--- config.mk ---
export PLATFORM = sky130hd
export DESIGN_NAME = hht_ctrl
export DESIGN_NICKNAME = d
export VERILOG_FILES = /design/src/sv/hht_pkg.sv /design/src/sv/hht_ctrl.sv
export SDC_FILE = /design/constraint.sdc
export NUM_CORES = 1
export LEC_CHECK = 0
export ABC_CLOCK_PERIOD_IN_PS = 4900
export BUFFER_PORTS_ARGS = -buffer_cell sky130_fd_sc_hd__buf_2
export CAP_MARGIN = 40
export CORE_ASPECT_RATIO = 1.4
export CORE_UTILIZATION = 45
export CTS_BUF_LIST = sky130_fd_sc_hd__clkbuf_4
export DETAILED_ROUTE_END_ITERATION = 8
export HOLD_SLACK_MARGIN = 0.12
export MAX_ROUTING_LAYER = met4
export PLACE_DENSITY = 0.66
export SETUP_SLACK_MARGIN = 0.02
export SLEW_MARGIN = 20
export SYNTH_ARGS = -nofsm -noshare
export SYNTH_HDL_FRONTEND = slang
export SYNTH_SLANG_ARGS = --single-unit
--- constraint.sdc ---
create_clock -name clk -period 4.9 [get_ports clk]
set_input_delay 0.735 -clock clk [delete_from_list [all_inputs] [get_ports clk]]
set_output_delay 0.735 -clock clk [all_outputs]
set_load 0.02 [all_outputs]
--- src/sv/hht_pkg.sv ---
// Shared types, codes and constants for the hopscotch hash table unit.
// No dependencies.
package hht_pkg;

  localparam int KEY_W        = 32;
  localparam int VAL_W        = 32;
  localparam int SLOT_W       = 11;
  localparam int CNT_OUT_W    = 11;
  localparam int ENT_W        = 1 + KEY_W + VAL_W;

  localparam int TABLE_LOG2_D  = 10;
  localparam int HOP_RANGE_D   = 32;
  localparam int PROBE_RANGE_D = 128;

  localparam logic [1:0] KIND_LOOKUP = 2'd0;
  localparam logic [1:0] KIND_INSERT = 2'd1;
  localparam logic [1:0] KIND_REMOVE = 2'd2;

  localparam logic [2:0] ST_FOUND    = 3'd0;
  localparam logic [2:0] ST_NOTFOUND = 3'd1;
  localparam logic [2:0] ST_INSERTED = 3'd2;
  localparam logic [2:0] ST_PRESENT  = 3'd3;
  localparam logic [2:0] ST_REMOVED  = 3'd4;
  localparam logic [2:0] ST_FULL     = 3'd5;

  typedef struct packed {
    logic [2:0]           status;
    logic [VAL_W-1:0]     value;
    logic [SLOT_W-1:0]    slot;
    logic [CNT_OUT_W-1:0] count;
    logic                 grow;
  } res_t;

  typedef struct packed {
    logic ent_we;
    logic hop_we;
  } mem_ctl_t;

endpackage

--- src/sv/hht_ctrl.sv ---
// Request sequencer: reset clearing pass, hop scan, linear probe, displacement and result build.
// Depends on hht_pkg; drives the ports of hht_store.
module hht_ctrl import hht_pkg::*; #(
  parameter int TABLE_LOG2  = TABLE_LOG2_D,
  parameter int HOP_RANGE   = HOP_RANGE_D,
  parameter int PROBE_RANGE = PROBE_RANGE_D,
  localparam int CAP    = 1 << TABLE_LOG2,
  localparam int NBUCK  = CAP + PROBE_RANGE,
  localparam int AW     = $clog2(NBUCK),
  localparam int HB_W   = $clog2(HOP_RANGE),
  localparam int OFF_W  = $clog2(PROBE_RANGE),
  localparam int CNT_W  = $clog2(NBUCK + 1)
) (
  input  logic             clk,
  input  logic             rst_n,
  input  logic             in_valid,
  output logic             in_ready,
  input  logic [1:0]       in_kind,
  input  logic [31:0]      in_hash,
  input  logic [KEY_W-1:0] in_key,
  input  logic [VAL_W-1:0] in_value,
  output logic             res_valid,
  input  logic             res_ready,
  output res_t             res,
  output mem_ctl_t         ctl,
  output logic [AW-1:0]    ent_addr,
  output logic [ENT_W-1:0] ent_wdata,
  input  logic [ENT_W-1:0] ent_rdata,
  output logic [AW-1:0]    hop_addr,
  output logic [HOP_RANGE-1:0] hop_wdata,
  input  logic [HOP_RANGE-1:0] hop_rdata
);

  localparam int THR = (CAP >> 2) + (CAP >> 3);

  localparam logic [3:0] S_CLEAR = 4'd0;
  localparam logic [3:0] S_IDLE  = 4'd1;
  localparam logic [3:0] S_HOME  = 4'd2;
  localparam logic [3:0] S_FIND  = 4'd3;
  localparam logic [3:0] S_FCHK  = 4'd4;
  localparam logic [3:0] S_DISP  = 4'd5;
  localparam logic [3:0] S_PRD   = 4'd6;
  localparam logic [3:0] S_PCK   = 4'd7;
  localparam logic [3:0] S_MHRD  = 4'd8;
  localparam logic [3:0] S_MHCK  = 4'd9;
  localparam logic [3:0] S_MERD  = 4'd10;
  localparam logic [3:0] S_FIN   = 4'd11;
  localparam logic [3:0] S_RES   = 4'd12;

  function automatic logic [HB_W-1:0] low_bit(input logic [HOP_RANGE-1:0] v);
    logic [HB_W-1:0] b;
    b = '0;
    for (int i = HOP_RANGE - 1; i >= 0; i--) begin
      if (v[i]) b = HB_W'(i);
    end
    return b;
  endfunction

  logic [3:0]           st_r, st_nxt;
  logic [AW-1:0]        clr_r, clr_nxt;
  logic [1:0]           kind_r, kind_nxt;
  logic [AW-1:0]        home_r, home_nxt;
  logic [KEY_W-1:0]     key_r, key_nxt;
  logic [VAL_W-1:0]     val_r, val_nxt;
  logic [HOP_RANGE-1:0] hhop_r, hhop_nxt;
  logic [HOP_RANGE-1:0] scan_r, scan_nxt;
  logic [HB_W-1:0]      bsel_r, bsel_nxt;
  logic                 idxok_r, idxok_nxt;
  logic                 hit_r, hit_nxt;
  logic [AW-1:0]        slot_r, slot_nxt;
  logic [VAL_W-1:0]     vout_r, vout_nxt;
  logic [2:0]           status_r, status_nxt;
  logic [AW-1:0]        at_r, at_nxt;
  logic [OFF_W-1:0]     off_r, off_nxt;
  logic [AW-1:0]        cur_r, cur_nxt;
  logic [HB_W-1:0]      d_r, d_nxt;
  logic [HB_W-1:0]      mvb_r, mvb_nxt;
  logic [HOP_RANGE-1:0] mvhop_r, mvhop_nxt;
  logic [CNT_W-1:0]     count_r, count_nxt;

  logic                 e_used;
  logic [KEY_W-1:0]     e_key;
  logic [VAL_W-1:0]     e_val;
  logic [HB_W-1:0]      fb, hb;
  logic [AW:0]          fidx;
  logic [AW-1:0]        new_at;
  logic [OFF_W-1:0]     new_off;

  assign e_used = ent_rdata[ENT_W-1];
  assign e_key  = ent_rdata[KEY_W+VAL_W-1:VAL_W];
  assign e_val  = ent_rdata[VAL_W-1:0];
  assign fb     = low_bit(scan_r);
  assign hb     = low_bit(hop_rdata);
  assign fidx   = {1'b0, home_r} + (AW+1)'(fb);
  assign new_at  = cur_r + AW'(mvb_r);
  assign new_off = off_r - OFF_W'(d_r - mvb_r);

  assign in_ready  = (st_r == S_IDLE);
  assign res_valid = (st_r == S_RES);

  always_comb begin
    res.status = status_r;
    res.value  = vout_r;
    res.slot   = SLOT_W'(slot_r);
    res.count  = CNT_OUT_W'(count_r);
    res.grow   = (32'(count_r) >= 32'(CAP)) ||
                 (32'(CAP) - 32'(count_r) <= 32'(THR));
  end

  always_comb begin
    st_nxt = st_r;       clr_nxt = clr_r;     kind_nxt = kind_r;
    home_nxt = home_r;   key_nxt = key_r;     val_nxt = val_r;
    hhop_nxt = hhop_r;   scan_nxt = scan_r;   bsel_nxt = bsel_r;
    idxok_nxt = idxok_r; hit_nxt = hit_r;     slot_nxt = slot_r;
    vout_nxt = vout_r;   status_nxt = status_r;
    at_nxt = at_r;       off_nxt = off_r;     cur_nxt = cur_r;
    d_nxt = d_r;         mvb_nxt = mvb_r;     mvhop_nxt = mvhop_r;
    count_nxt = count_r;
    ctl = '0;
    ent_addr  = at_r;
    ent_wdata = '0;
    hop_addr  = home_r;
    hop_wdata = '0;

    case (st_r)
      S_CLEAR: begin
        ent_addr = clr_r;
        hop_addr = clr_r;
        ctl.ent_we = 1'b1;
        ctl.hop_we = 1'b1;
        clr_nxt = clr_r + 1'b1;
        if (32'(clr_r) == NBUCK - 1) st_nxt = S_IDLE;
      end
      S_IDLE: begin
        hop_addr = AW'(in_hash[TABLE_LOG2-1:0]);
        if (in_valid) begin
          kind_nxt   = in_kind;
          home_nxt   = AW'(in_hash[TABLE_LOG2-1:0]);
          key_nxt    = in_key;
          val_nxt    = in_value;
          hit_nxt    = 1'b0;
          slot_nxt   = '0;
          vout_nxt   = '0;
          status_nxt = ST_NOTFOUND;
          st_nxt     = S_HOME;
        end
      end
      S_HOME: begin
        hhop_nxt = hop_rdata;
        scan_nxt = hop_rdata;
        st_nxt   = S_FIND;
      end
      S_FIND: begin
        ent_addr = fidx[AW-1:0];
        if (scan_r == '0) begin
          st_nxt = S_DISP;
        end else begin
          bsel_nxt  = fb;
          idxok_nxt = (32'(fidx) < NBUCK);
          scan_nxt  = scan_r & ~(HOP_RANGE'(1) << fb);
          st_nxt    = S_FCHK;
        end
      end
      S_FCHK: begin
        if (idxok_r && e_used && e_key == key_r) begin
          hit_nxt  = 1'b1;
          slot_nxt = home_r + AW'(bsel_r);
          vout_nxt = e_val;
          st_nxt   = S_DISP;
        end else begin
          st_nxt = S_FIND;
        end
      end
      S_DISP: begin
        ent_addr = slot_r;
        st_nxt   = S_RES;
        case (kind_r)
          KIND_REMOVE: begin
            if (hit_r) begin
              ctl.ent_we = 1'b1;
              ctl.hop_we = 1'b1;
              ent_wdata  = {1'b0, key_r, vout_r};
              hop_wdata  = hhop_r & ~(HOP_RANGE'(1) << bsel_r);
              if (count_r != '0) count_nxt = count_r - 1'b1;
              status_nxt = ST_REMOVED;
            end
          end
          KIND_INSERT: begin
            if (hit_r) begin
              status_nxt = ST_PRESENT;
            end else begin
              at_nxt  = home_r;
              off_nxt = '0;
              st_nxt  = S_PRD;
            end
          end
          default: begin
            if (hit_r) status_nxt = ST_FOUND;
          end
        endcase
      end
      S_PRD: begin
        st_nxt = S_PCK;
      end
      S_PCK: begin
        if (!e_used) begin
          // claim the free bucket, then pull it towards home if too far
          ctl.ent_we = 1'b1;
          ent_wdata  = {1'b1, e_key, e_val};
          if (32'(off_r) >= 32'(HOP_RANGE)) begin
            cur_nxt = at_r - AW'(HOP_RANGE - 1);
            d_nxt   = HB_W'(HOP_RANGE - 1);
            st_nxt  = S_MHRD;
          end else begin
            st_nxt = S_FIN;
          end
        end else if (32'(off_r) == PROBE_RANGE - 1) begin
          status_nxt = ST_FULL;
          st_nxt     = S_RES;
        end else begin
          at_nxt  = at_r + 1'b1;
          off_nxt = off_r + 1'b1;
          st_nxt  = S_PRD;
        end
      end
      S_MHRD: begin
        hop_addr = cur_r;
        st_nxt   = S_MHCK;
      end
      S_MHCK: begin
        ent_addr = cur_r + AW'(hb);
        if (hop_rdata != '0 && hb < d_r) begin
          mvb_nxt   = hb;
          mvhop_nxt = hop_rdata;
          st_nxt    = S_MERD;
        end else if (d_r == HB_W'(1)) begin
          // no candidate: release the claimed bucket
          ent_addr   = at_r;
          ctl.ent_we = 1'b1;
          ent_wdata  = '0;
          status_nxt = ST_FULL;
          st_nxt     = S_RES;
        end else begin
          cur_nxt = cur_r + 1'b1;
          d_nxt   = d_r - 1'b1;
          st_nxt  = S_MHRD;
        end
      end
      S_MERD: begin
        ent_addr   = at_r;
        hop_addr   = cur_r;
        ctl.ent_we = 1'b1;
        ctl.hop_we = 1'b1;
        ent_wdata  = {1'b1, e_key, e_val};
        hop_wdata  = (mvhop_r | (HOP_RANGE'(1) << d_r)) & ~(HOP_RANGE'(1) << mvb_r);
        at_nxt     = new_at;
        off_nxt    = new_off;
        if (32'(new_off) >= 32'(HOP_RANGE)) begin
          cur_nxt = new_at - AW'(HOP_RANGE - 1);
          d_nxt   = HB_W'(HOP_RANGE - 1);
          st_nxt  = S_MHRD;
        end else begin
          st_nxt = S_FIN;
        end
      end
      S_FIN: begin
        ent_addr   = at_r;
        ctl.ent_we = 1'b1;
        ctl.hop_we = 1'b1;
        ent_wdata  = {1'b1, key_r, val_r};
        hop_wdata  = hhop_r | (HOP_RANGE'(1) << off_r);
        count_nxt  = count_r + 1'b1;
        status_nxt = ST_INSERTED;
        slot_nxt   = at_r;
        st_nxt     = S_RES;
      end
      S_RES: begin
        if (res_ready) st_nxt = S_IDLE;
      end
      default: begin
        st_nxt = S_IDLE;
      end
    endcase
  end

  always_ff @(posedge clk) begin
    if (!rst_n) begin
      st_r    <= S_CLEAR;
      clr_r   <= '0;
      count_r <= '0;
    end else begin
      st_r    <= st_nxt;
      clr_r   <= clr_nxt;
      count_r <= count_nxt;
    end
  end

  always_ff @(posedge clk) begin
    kind_r <= kind_nxt;   home_r <= home_nxt;   key_r <= key_nxt;
    val_r <= val_nxt;     hhop_r <= hhop_nxt;   scan_r <= scan_nxt;
    bsel_r <= bsel_nxt;   idxok_r <= idxok_nxt; hit_r <= hit_nxt;
    slot_r <= slot_nxt;   vout_r <= vout_nxt;   status_r <= status_nxt;
    at_r <= at_nxt;       off_r <= off_nxt;     cur_r <= cur_nxt;
    d_r <= d_nxt;         mvb_r <= mvb_nxt;     mvhop_r <= mvhop_nxt;
  end

`ifndef NO_ASSERTIONS
  a_busy_after_accept: assert property (@(posedge clk) disable iff (!rst_n)
    (in_valid && in_ready) |=> (st_r != S_IDLE))
    else $error("sequencer idle right after accepting an item");
  a_count_bound: assert property (@(posedge clk) disable iff (!rst_n)
    32'(count_r) <= NBUCK)
    else $error("entry count above bucket count");
  a_clear_blocks: assert property (@(posedge clk) disable iff (!rst_n)
    (st_r == S_CLEAR) |-> (!in_ready && !res_valid))
    else $error("handshake open during clearing pass");
  a_count_step: assert property (@(posedge clk) disable iff (!rst_n)
    (st_r != S_DISP && st_r != S_FIN) |=> $stable(count_r))
    else $error("entry count changed outside update states");
`endif

endmodule
==> impl_metrics.sql, run 1 <==
INSERT INTO impl_metrics (metric_group, metric, value, unit) VALUES
('clock_tree', 'htree_levels', '3', ''),
('timing', 'final.hold.worst_slack', '0.2048', 'ns'),
('critical_path', 'crit_start_category', 'flip-flop', ''),
('die', 'num_io_pins', '380', ''),
('die', 'num_rows', '86', ''),
('pwr', 'comb_power_share', '5.2', '%'),
('routing', 'drt_drc', '5', ''),
('pwr', 'power.density', '226.0', 'nW/µm²'),
('pwr', 'power.sequential.fraction', '51.5', '%'),
('clock_tree', 'cts_num_sinks', '290', ''),
('die', 'dieWidth', '170.7', 'µm'),
('synthesis', 'yosys.area.top_type_share', '44.21', '%'),
('pwr', 'irDropWorstVdd', '174.4', 'µV'),
('timing', 'finalWorstSetupSlack', '-0.2695', 'ns'),
('cells_and_area', 'area_overhead_vs_synth', '28.79', '%'),
('synthesis', 'number_of_distinct_library_cells_after_synthesis', '83', ''),
('pwr', 'power_report.internal_total', '3947', 'µW'),
('pwr', 'clockPowerShare', '43.3', '%'),
('place', 'place_area', '20720', 'µm²'),
('clock_tree', 'cts-buffers-inserted', '78', ''),
('outcome', 'failing_checks', 'DRC, setup timing', ''),
('synthesis', 'synthTopCellsByArea', 'sky130_fd_sc_hd__edfxtp_1, sky130_fd_sc_hd__ha_1, sky130_fd_sc_hd__nand2_1, sky130_fd_sc_hd__a21oi_1, sky130_fd_sc_hd__nor2_1', ''),
('timing', 'setup-violations-final', '6', ''),
('cells_and_area', 'final_design_area_no_fill', '23090', 'µm²'),
('global_route', 'globalRouteTotalUtil', '33.61', '%'),
('critical_path', 'crit_required', '4.16', 'ns'),
('place', 'placed_instance_count', '2685', ''),
('clock_tree', 'worst_setup_hold_path_clk_slew', '0.07', 'ns'),
('cells_and_area', 'post_route_cells_drive_above_1_share', '28.13', '%'),
('cells_and_area', 'most-common-layout-cells', 'sky130_fd_sc_hd__buf_2, sky130_fd_sc_hd__edfxtp_1, sky130_fd_sc_hd__nand2_1', ''),
('routing', 'drt_pass1_iterations', '9', ''),
('critical_path', 'timing.critical_path.to_type', 'primary output', ''),
('pwr', 'swShare', '24.37', '%'),
('flow_run', 'drv.max_cap_violation_count', '0', ''),
('global_route', 'grt_pass1_vias', '17220', ''),
('clock_tree', 'tritoncts', 'built', ''),
('global_route', 'grt_overflow_total', '0', ''),
('place', 'dp_slack', '-0.2447', 'ns'),
('place', 'numPortBuffers', '357', ''),
('outcome', 'run_status', 'finished with violations', ''),
('timing', 'rsz0062_at_grt', 'true', ''),
('global_route', 'largest_net_degree_at_the_start_of_global_routing', '61', ''),
('synthesis', 'synth_enable_flop_cells', '264', ''),
('die', 'core', '39280', 'µm²'),
('place', 'globalplace.congestion', '1.004', ''),
('die', 'die_area', '40660', 'µm²'),
('pwr', 'net_switching_power', '1272', 'µW'),
('place', 'place.detailed.hpwl', '49.48', 'mm'),
('routing', 'drt_wl_total', '68.04', 'mm'),
('critical_path', 'worstPathArrival', '4.43', 'ns'),
('synthesis', 'synthesis.yosys.warnings', '0', ''),
('global_route', 'grt_antenna_before_repair', '3', ''),
('critical_path', 'timing.critical_path.fanout_max', '3', ''),
('synthesis', 'synth_cells', '1818', ''),
('timing', 'max_slew.worst_pin.slew', '1.100', 'ns'),
('synthesis', 'yosysTopAreaCell', 'sky130_fd_sc_hd__edfxtp_1', ''),
('clock_tree', 'clock-root-buffer', 'sky130_fd_sc_hd__clkbuf_4', ''),
('die', 'fp.dieH', '238.2', 'µm'),
('timing', 'layout_min_cycle_time', '5.169', 'ns'),
('hold_path', 'min_path_type', 'input pin to flip-flop', ''),
('routing', 'avgViaCountPerCell', '6.050', ''),
('clock_tree', 'clk-insertion-delay-late', '0.81', 'ns'),
('timing', 'fin_crit_sh', '105.5', '%'),
('timing', 'worst_clock_skew', '0.07368', 'ns'),
('timing', 'maxClockFrequency', '0.1934', 'GHz'),
('routing', 'num_vias', '17780', ''),
('synthesis', 'ys.flop_type', 'sky130_fd_sc_hd__edfxtp_1', ''),
('synthesis', 'syn_area_per_cell', '9.863', 'µm²'),
('cells_and_area', 'finish.net_count', '2610', ''),
('synthesis', 'synth_async_sr_flop_share', '0', '%'),
('die', 'initial_standard_cell_utilization_of_the_core', '45.65', '%');
==> per-layer routing <==
layer  part of all wire [%]  track usage, %
met5                      0               -
met4                    6.0           20.80
met3                    8.2           5.772
met2                     49           55.05
met1                     37           38.07
==> sequential cells by signal, indices dropped and copies added, names as in the netlist, 2 cells and up <==
name / count
home_r: 10
at_r: 11
kind_r: 2
mvb_r: 5
key_r: 32
vout_r: 32
slot_r: 11
scan_r: 32
hhop_r: 32
clr_r: 11
bsel_r: 5
val_r: 32
status_r: 3
count_r: 11
mvhop_r: 32
cur_r: 11
off_r: 7
st_r: 4
d_r: 5
==> power groups by stage <==
stage	clock (µW)	sequential [µW]	combinational, µW
after global placement	0	2740	203
after CTS	2310	2690	259
after global routing	2430	2680	289
after floorplan	0	2740	67.1
final	2260	2690	271
after detailed placement	0	2740	208
==> cell type report <==
cell class | instances | area (µm²)
Multi-Input combinational cell | 1338 | 9086
Timing Repair Buffer | 545 | 3530
Clock buffer | 105 | 788.3
Fill cell | 3487 | 16180
Tap cell | 528 | 660.6
Clock inverter | 38 | 231.5
Inverter | 91 | 341.6
Sequential cell | 290 | 8448
Antenna cell | 3 | 7.507
==> cell usage after synthesis, types with 7 or more instances <==
| cell type | n |
|---|---|
| sky130_fd_sc_hd__a21boi_0 | 10 |
| sky130_fd_sc_hd__a222oi_1 | 40 |
| sky130_fd_sc_hd__a31oi_1 | 45 |
| sky130_fd_sc_hd__nand4_1 | 14 |
| sky130_fd_sc_hd__ha_1 | 60 |
| sky130_fd_sc_hd__and2_1 | 21 |
| sky130_fd_sc_hd__fa_1 | 7 |
| sky130_fd_sc_hd__xnor2_1 | 56 |
| sky130_fd_sc_hd__a22o_1 | 36 |
| sky130_fd_sc_hd__or3_1 | 14 |
| sky130_fd_sc_hd__nand2b_1 | 17 |
| sky130_fd_sc_hd__o21a_1 | 7 |
| sky130_fd_sc_hd__clkbuf_1 | 75 |
| sky130_fd_sc_hd__nor4_1 | 20 |
| sky130_fd_sc_hd__o211ai_1 | 8 |
| sky130_fd_sc_hd__o31ai_1 | 10 |
| sky130_fd_sc_hd__edfxtp_1 | 264 |
| sky130_fd_sc_hd__xor2_1 | 51 |
| sky130_fd_sc_hd__o22ai_1 | 11 |
| sky130_fd_sc_hd__o21ai_1 | 7 |
| sky130_fd_sc_hd__o21ai_0 | 76 |
| sky130_fd_sc_hd__nand2_1 | 174 |
| sky130_fd_sc_hd__buf_2 | 17 |
| sky130_fd_sc_hd__a211oi_1 | 7 |
| sky130_fd_sc_hd__nor2b_1 | 27 |
| sky130_fd_sc_hd__inv_1 | 89 |
| sky130_fd_sc_hd__a21o_1 | 18 |
| sky130_fd_sc_hd__nand3_1 | 71 |
| sky130_fd_sc_hd__nor2_1 | 140 |
| sky130_fd_sc_hd__and3_1 | 48 |
| sky130_fd_sc_hd__mux2i_1 | 38 |
| sky130_fd_sc_hd__a22oi_1 | 19 |
| sky130_fd_sc_hd__a221oi_1 | 7 |
| sky130_fd_sc_hd__a21oi_1 | 115 |
| sky130_fd_sc_hd__dfxtp_1 | 26 |
| sky130_fd_sc_hd__nor3_1 | 63 |
==> cell families after synthesis <==
group,share of synthesized area (%)
and+or+nand+nor,17.62
AOI/OAI and AO/OA,18.69
DFF,47.11
buffers and inverters,4.138
xor gates and xnor gates,5.226
adders and majority gates,4.968
muxes,2.247
==> worst paths after layout <==
path	cells after the start	end	startpoint	slack [ns]
max	16	ent_addr[4]	scan_r[21]$_DFFE_PP_	-0.27
max reg2reg	12	cur_r[5]$_DFFE_PP_	mvb_r[0]$_DFFE_PP_	0.76
min reg2reg	2	count_r[10]$_SDFFE_PN0P_	count_r[10]$_SDFFE_PN0P_	0.54
min	1	key_r[31]$_DFFE_PP_	in_key[31]	0.20
==> metrics by stage <==
stage	total power (µW)	util (%)	TNS, ns
final	5218	58.80	-0.7879
after global routing	5402	58.80	-2.242
after global placement	2943	52.52	-1.286
after detailed placement	2949	52.75	-2.066
after floorplan	2806	-	0
after CTS	5252	57.89	-1.060
==> critical path, stage by stage (launching register included) <==
cell                       delay [ns]
sky130_fd_sc_hd__edfxtp_1        0.45
sky130_fd_sc_hd__buf_4           0.16
sky130_fd_sc_hd__buf_4           0.13
sky130_fd_sc_hd__or4_1           0.46
sky130_fd_sc_hd__a21oi_1         0.16
sky130_fd_sc_hd__o21ai_0         0.13
sky130_fd_sc_hd__nand3_1         0.15
sky130_fd_sc_hd__a21oi_2         0.11
sky130_fd_sc_hd__ha_1            0.36
sky130_fd_sc_hd__nor2b_2         0.18
sky130_fd_sc_hd__o21a_1          0.21
sky130_fd_sc_hd__o21a_1          0.21
sky130_fd_sc_hd__nor3_1          0.16
sky130_fd_sc_hd__or3_4           0.18
sky130_fd_sc_hd__and4bb_2        0.24
sky130_fd_sc_hd__nor3_2          0.19
sky130_fd_sc_hd__buf_4           0.19
==> what timing repair did <==
action / CTS / global route
setup buffers: 12 / 12
hold endpoints to repair: 75 / 0
gates cloned: 0 / 1
endpoints found under the setup margin: 12 / 12
pin swaps: 22 / 21
hold buffers: 75 / 0
gates resized for setup: 42 / 31
(Power assumes the default switching activity.)
==> inputs of run 2 (changes only) <==
Settings changed: MAX_ROUTING_LAYER met4 to unset.
==> impl_metrics.sql, run 2 (synthesis results as in run 1) <==
INSERT INTO impl_metrics (metric_group, metric, value, unit) VALUES
('outcome', 'run_status', 'finished with violations', ''),
('outcome', 'failing_checks', 'setup timing', ''),
('pwr', 'power.sequential.fraction', '52.9', '%'),
('cells_and_area', 'most-common-layout-cells', 'sky130_fd_sc_hd__buf_2, sky130_fd_sc_hd__edfxtp_1, sky130_fd_sc_hd__nand2_1', ''),
('place', 'place.detailed.hpwl', '48.24', 'mm'),
('timing', 'fin_crit_sh', '105.6', '%'),
('die', 'num_io_pins', '380', ''),
('routing', 'avgViaCountPerCell', '6.057', ''),
('die', 'initial_standard_cell_utilization_of_the_core', '45.65', '%'),
('pwr', 'comb_power_share', '5.3', '%'),
('clock_tree', 'cts.path.max_buffers', '3', ''),
('hold_path', 'hp-start', 'in_hash[4]', ''),
('critical_path', 'worstPathArrival', '4.44', 'ns'),
('timing', 'max_slew.worst_pin.slew', '0.9080', 'ns'),
('die', 'fp.dieH', '238.2', 'µm'),
('critical_path', 'timing.critical_path.fanout_max', '4', ''),
('hold_path', 'min_delay_worst_endpoint', 'home_r[4]$_DFFE_PP_', ''),
('cells_and_area', 'most_common_cell_after_layout_fill_and_taps_aside', 'sky130_fd_sc_hd__buf_2', ''),
('pwr', 'totalPowerFinal', '5074', 'µW'),
('global_route', 'globalRouteTotalUtil', '32.00', '%'),
('timing', 'layout_min_cycle_time', '5.173', 'ns'),
('clock_tree', 'worst_setup_hold_path_clk_slew', '0.06', 'ns'),
('pwr', 'power_leakage', '0.009559', 'µW'),
('timing', 'rsz0062_at_grt', 'true', ''),
('routing', 'routed_wire_length_per_instance', '22.96', 'µm'),
('routing', 'detail_route.iter0.violations', '1829', ''),
('critical_path', 'timing.critical_path.to_type', 'primary output', ''),
('timing', 'setup-violations-final', '5', ''),
('place', 'globalplace.congestion', '0.9986', ''),
('critical_path', 'critical_path.reg2reg.endpoint', 'cur_r[7]$_DFFE_PP_', ''),
('cells_and_area', 'area_overhead_vs_synth', '27.90', '%'),
('global_route', 'grt_antenna_before_repair', '2', ''),
('global_route', 'largest_net_degree_at_the_start_of_global_routing', '55', ''),
('die', 'core', '39280', 'µm²'),
('routing', 'num_vias', '17660', ''),
('clock_tree', 'clock-root-buffer', 'sky130_fd_sc_hd__clkbuf_4', ''),
('hold_path', 'min_path_type', 'input pin to flip-flop', ''),
('place', 'numPortBuffers', '357', ''),
('critical_path', 'path_class', 'flip-flop to primary output', ''),
('critical_path', 'crit_start_category', 'flip-flop', ''),
('clock_tree', 'cts_num_sinks', '290', ''),
('flow_run', 'drv.max_cap_violation_count', '0', ''),
('pwr', 'clockPowerShare', '41.7', '%'),
('critical_path', 'ff2ff_path_depth', '15', ''),
('routing', 'drt_pass1_iterations', '8', ''),
('timing', 'report.final.hold_viol_count', '0', ''),
('pwr', 'irDropWorstVdd', '147.8', 'µV'),
('pwr', 'power.density', '221.3', 'nW/µm²'),
('cells_and_area', 'final.fill_count', '3423', ''),
('global_route', 'grt_pass1_vias', '17140', ''),
('hold_path', 'min_path_cells', '1', ''),
('timing', 'worst_clock_skew', '0.07301', 'ns'),
('die', 'num_rows', '86', ''),
('timing', 'finalWorstSetupSlack', '-0.2729', 'ns'),
('pwr', 'swShare', '24.61', '%'),
('clock_tree', 'tritoncts', 'built', ''),
('cells_and_area', 'finish.net_count', '2594', ''),
('global_route', 'grt_overflow_total', '0', ''),
('critical_path', 'worst_r2r_startpoint', 'mvb_r[0]$_DFFE_PP_', ''),
('cells_and_area', 'post_route_cells_drive_above_1_share', '27.49', '%'),
('global_route', 'grt_pass1_wl', '97.92', 'mm'),
('die', 'die_area', '40660', 'µm²'),
('die', 'dieWidth', '170.7', 'µm'),
('clock_tree', 'clk-insertion-delay-late', '0.79', 'ns'),
('critical_path', 'crit_required', '4.16', 'ns'),
('timing', 'maxClockFrequency', '0.1933', 'GHz'),
('pwr', 'net_switching_power', '1249', 'µW'),
('timing', 'max_slew_margin', '39.34', '%'),
('pwr', 'power_report.internal_total', '3826', 'µW'),
('routing', 'drt_wl_total', '66.92', 'mm'),
('routing', 'drt_drc', '0', ''),
('timing', 'final_max_slew_viol_count', '0', ''),
('clock_tree', 'htree_levels', '3', ''),
('routing', 'remaining_antenna_violation_count_after_routing', '0', ''),
('place', 'dp_slack', '-0.08075', 'ns'),
('timing', 'total_neg_setup_slack', '-1.008', 'ns'),
('clock_tree', 'cts-buffers-inserted', '80', ''),
('critical_path', 'r2r_slack', '0.74', 'ns');
run 2: cell count changes in the layout (fill, tap and decap cells not counted), moves of 3 or more:
cell / change
sky130_fd_sc_hd__clkinv_2: -9
sky130_fd_sc_hd__buf_6: +5
sky130_fd_sc_hd__buf_4: -12
sky130_fd_sc_hd__buf_12: -4
sky130_fd_sc_hd__clkinv_1: +8
sky130_fd_sc_hd__dlygate4sd3_1: -5
sky130_fd_sc_hd__buf_2: -3
run 2: per-stage QoR:
stage / util, % / hold WS, ns / cells / cell area [µm²]
final: 58.39 / 0.1746 / 2915 / 22930
after global routing: 58.39 / 0.1323 / 2915 / 22930
after CTS: 57.28 / 0.1264 / 2900 / 22500
after detailed placement: 52.60 / 0.5439 / 2679 / 20660
after global placement: 52.40 / 0.5030 / 2671 / 20580
after floorplan: - / 0.4893 / 1818 / 17930
run 2: layout make-up:
cell class / count / area, µm² / share of cell area (%)
Multi-Input combinational cell: 1338 / 9149 / 39.89
Sequential cell: 290 / 8448 / 36.84
Timing Repair Buffer: 527 / 3385 / 14.76
Clock buffer: 104 / 780.7 / 3.404
Tap cell: 528 / 660.6 / 2.881
Inverter: 91 / 341.6 / 1.489
Clock inverter: 36 / 166.4 / 0.7256
Antenna cell: 1 / 2.502 / 0.01091
run 2: timing repair:
| action | 4_1_cts | 5_1_grt |
|---|---|---|
| gates cloned | 0 | 2 |
| hold buffers | 70 | 0 |
| hold endpoints to repair | 70 | 0 |
| buffers inserted | 11 | 9 |
| setup endpoints to repair | 11 | 16 |
| resized for setup | 33 | 58 |
| pin swaps | 17 | 27 |
run 2: routing by layer:
metal / track usage (%) / wire length (µm) / vias to the layer above
li1: - / - / 7916
met1: 37.67 / 24820 / 8424
met2: 52.96 / 32450 / 1047
met3: 6.983 / 5754 / 268
met4: 19.57 / 3894 / 0
met5: 0 / 0 / -
run 2: how the worst max path moves through the flow:
stage | start | end | slack [ns]
2_1_floorplan | hop_rdata[23] | ent_addr[1] | 0.47
3_5_place_dp | hop_rdata[31] | ent_addr[2] | -0.08
6_report | scan_r[18]$_DFFE_PP_ | ent_addr[4] | -0.27
3_3_place_gp | hop_rdata[31] | ent_addr[2] | -0.09
5_1_grt | scan_r[20]$_DFFE_PP_ | ent_addr[4] | -0.43
4_1_cts | scan_r[21]$_DFFE_PP_ | ent_addr[4] | -0.32
run 2: worst max-delay path: stages (launching register included):
cell and delay [ns]:
sky130_fd_sc_hd__edfxtp_1 0.43, sky130_fd_sc_hd__buf_4 0.16, sky130_fd_sc_hd__nor4_1 0.19, sky130_fd_sc_hd__o311a_1 0.39
sky130_fd_sc_hd__o211ai_4 0.13, sky130_fd_sc_hd__nor2b_4 0.15, sky130_fd_sc_hd__nor2_4 0.16, sky130_fd_sc_hd__ha_4 0.16
sky130_fd_sc_hd__inv_2 0.04, sky130_fd_sc_hd__fa_2 0.38, sky130_fd_sc_hd__nor2b_4 0.13, sky130_fd_sc_hd__o21a_1 0.17
sky130_fd_sc_hd__o21a_1 0.18, sky130_fd_sc_hd__nor3_2 0.06, sky130_fd_sc_hd__or3_4 0.39, sky130_fd_sc_hd__and4bb_2 0.30
sky130_fd_sc_hd__nor3_2 0.05, sky130_fd_sc_hd__buf_4 0.16
run 2: power groups by stage:
| stage | registers [µW] | logic, µW | clock network (µW) |
|---|---|---|---|
| after floorplan | 2740 | 67.1 | 0 |
| after global placement | 2740 | 202 | 0 |
| after detailed placement | 2740 | 208 | 0 |
| after CTS | 2690 | 255 | 2170 |
| after global routing | 2680 | 289 | 2280 |
| final | 2690 | 271 | 2120 |
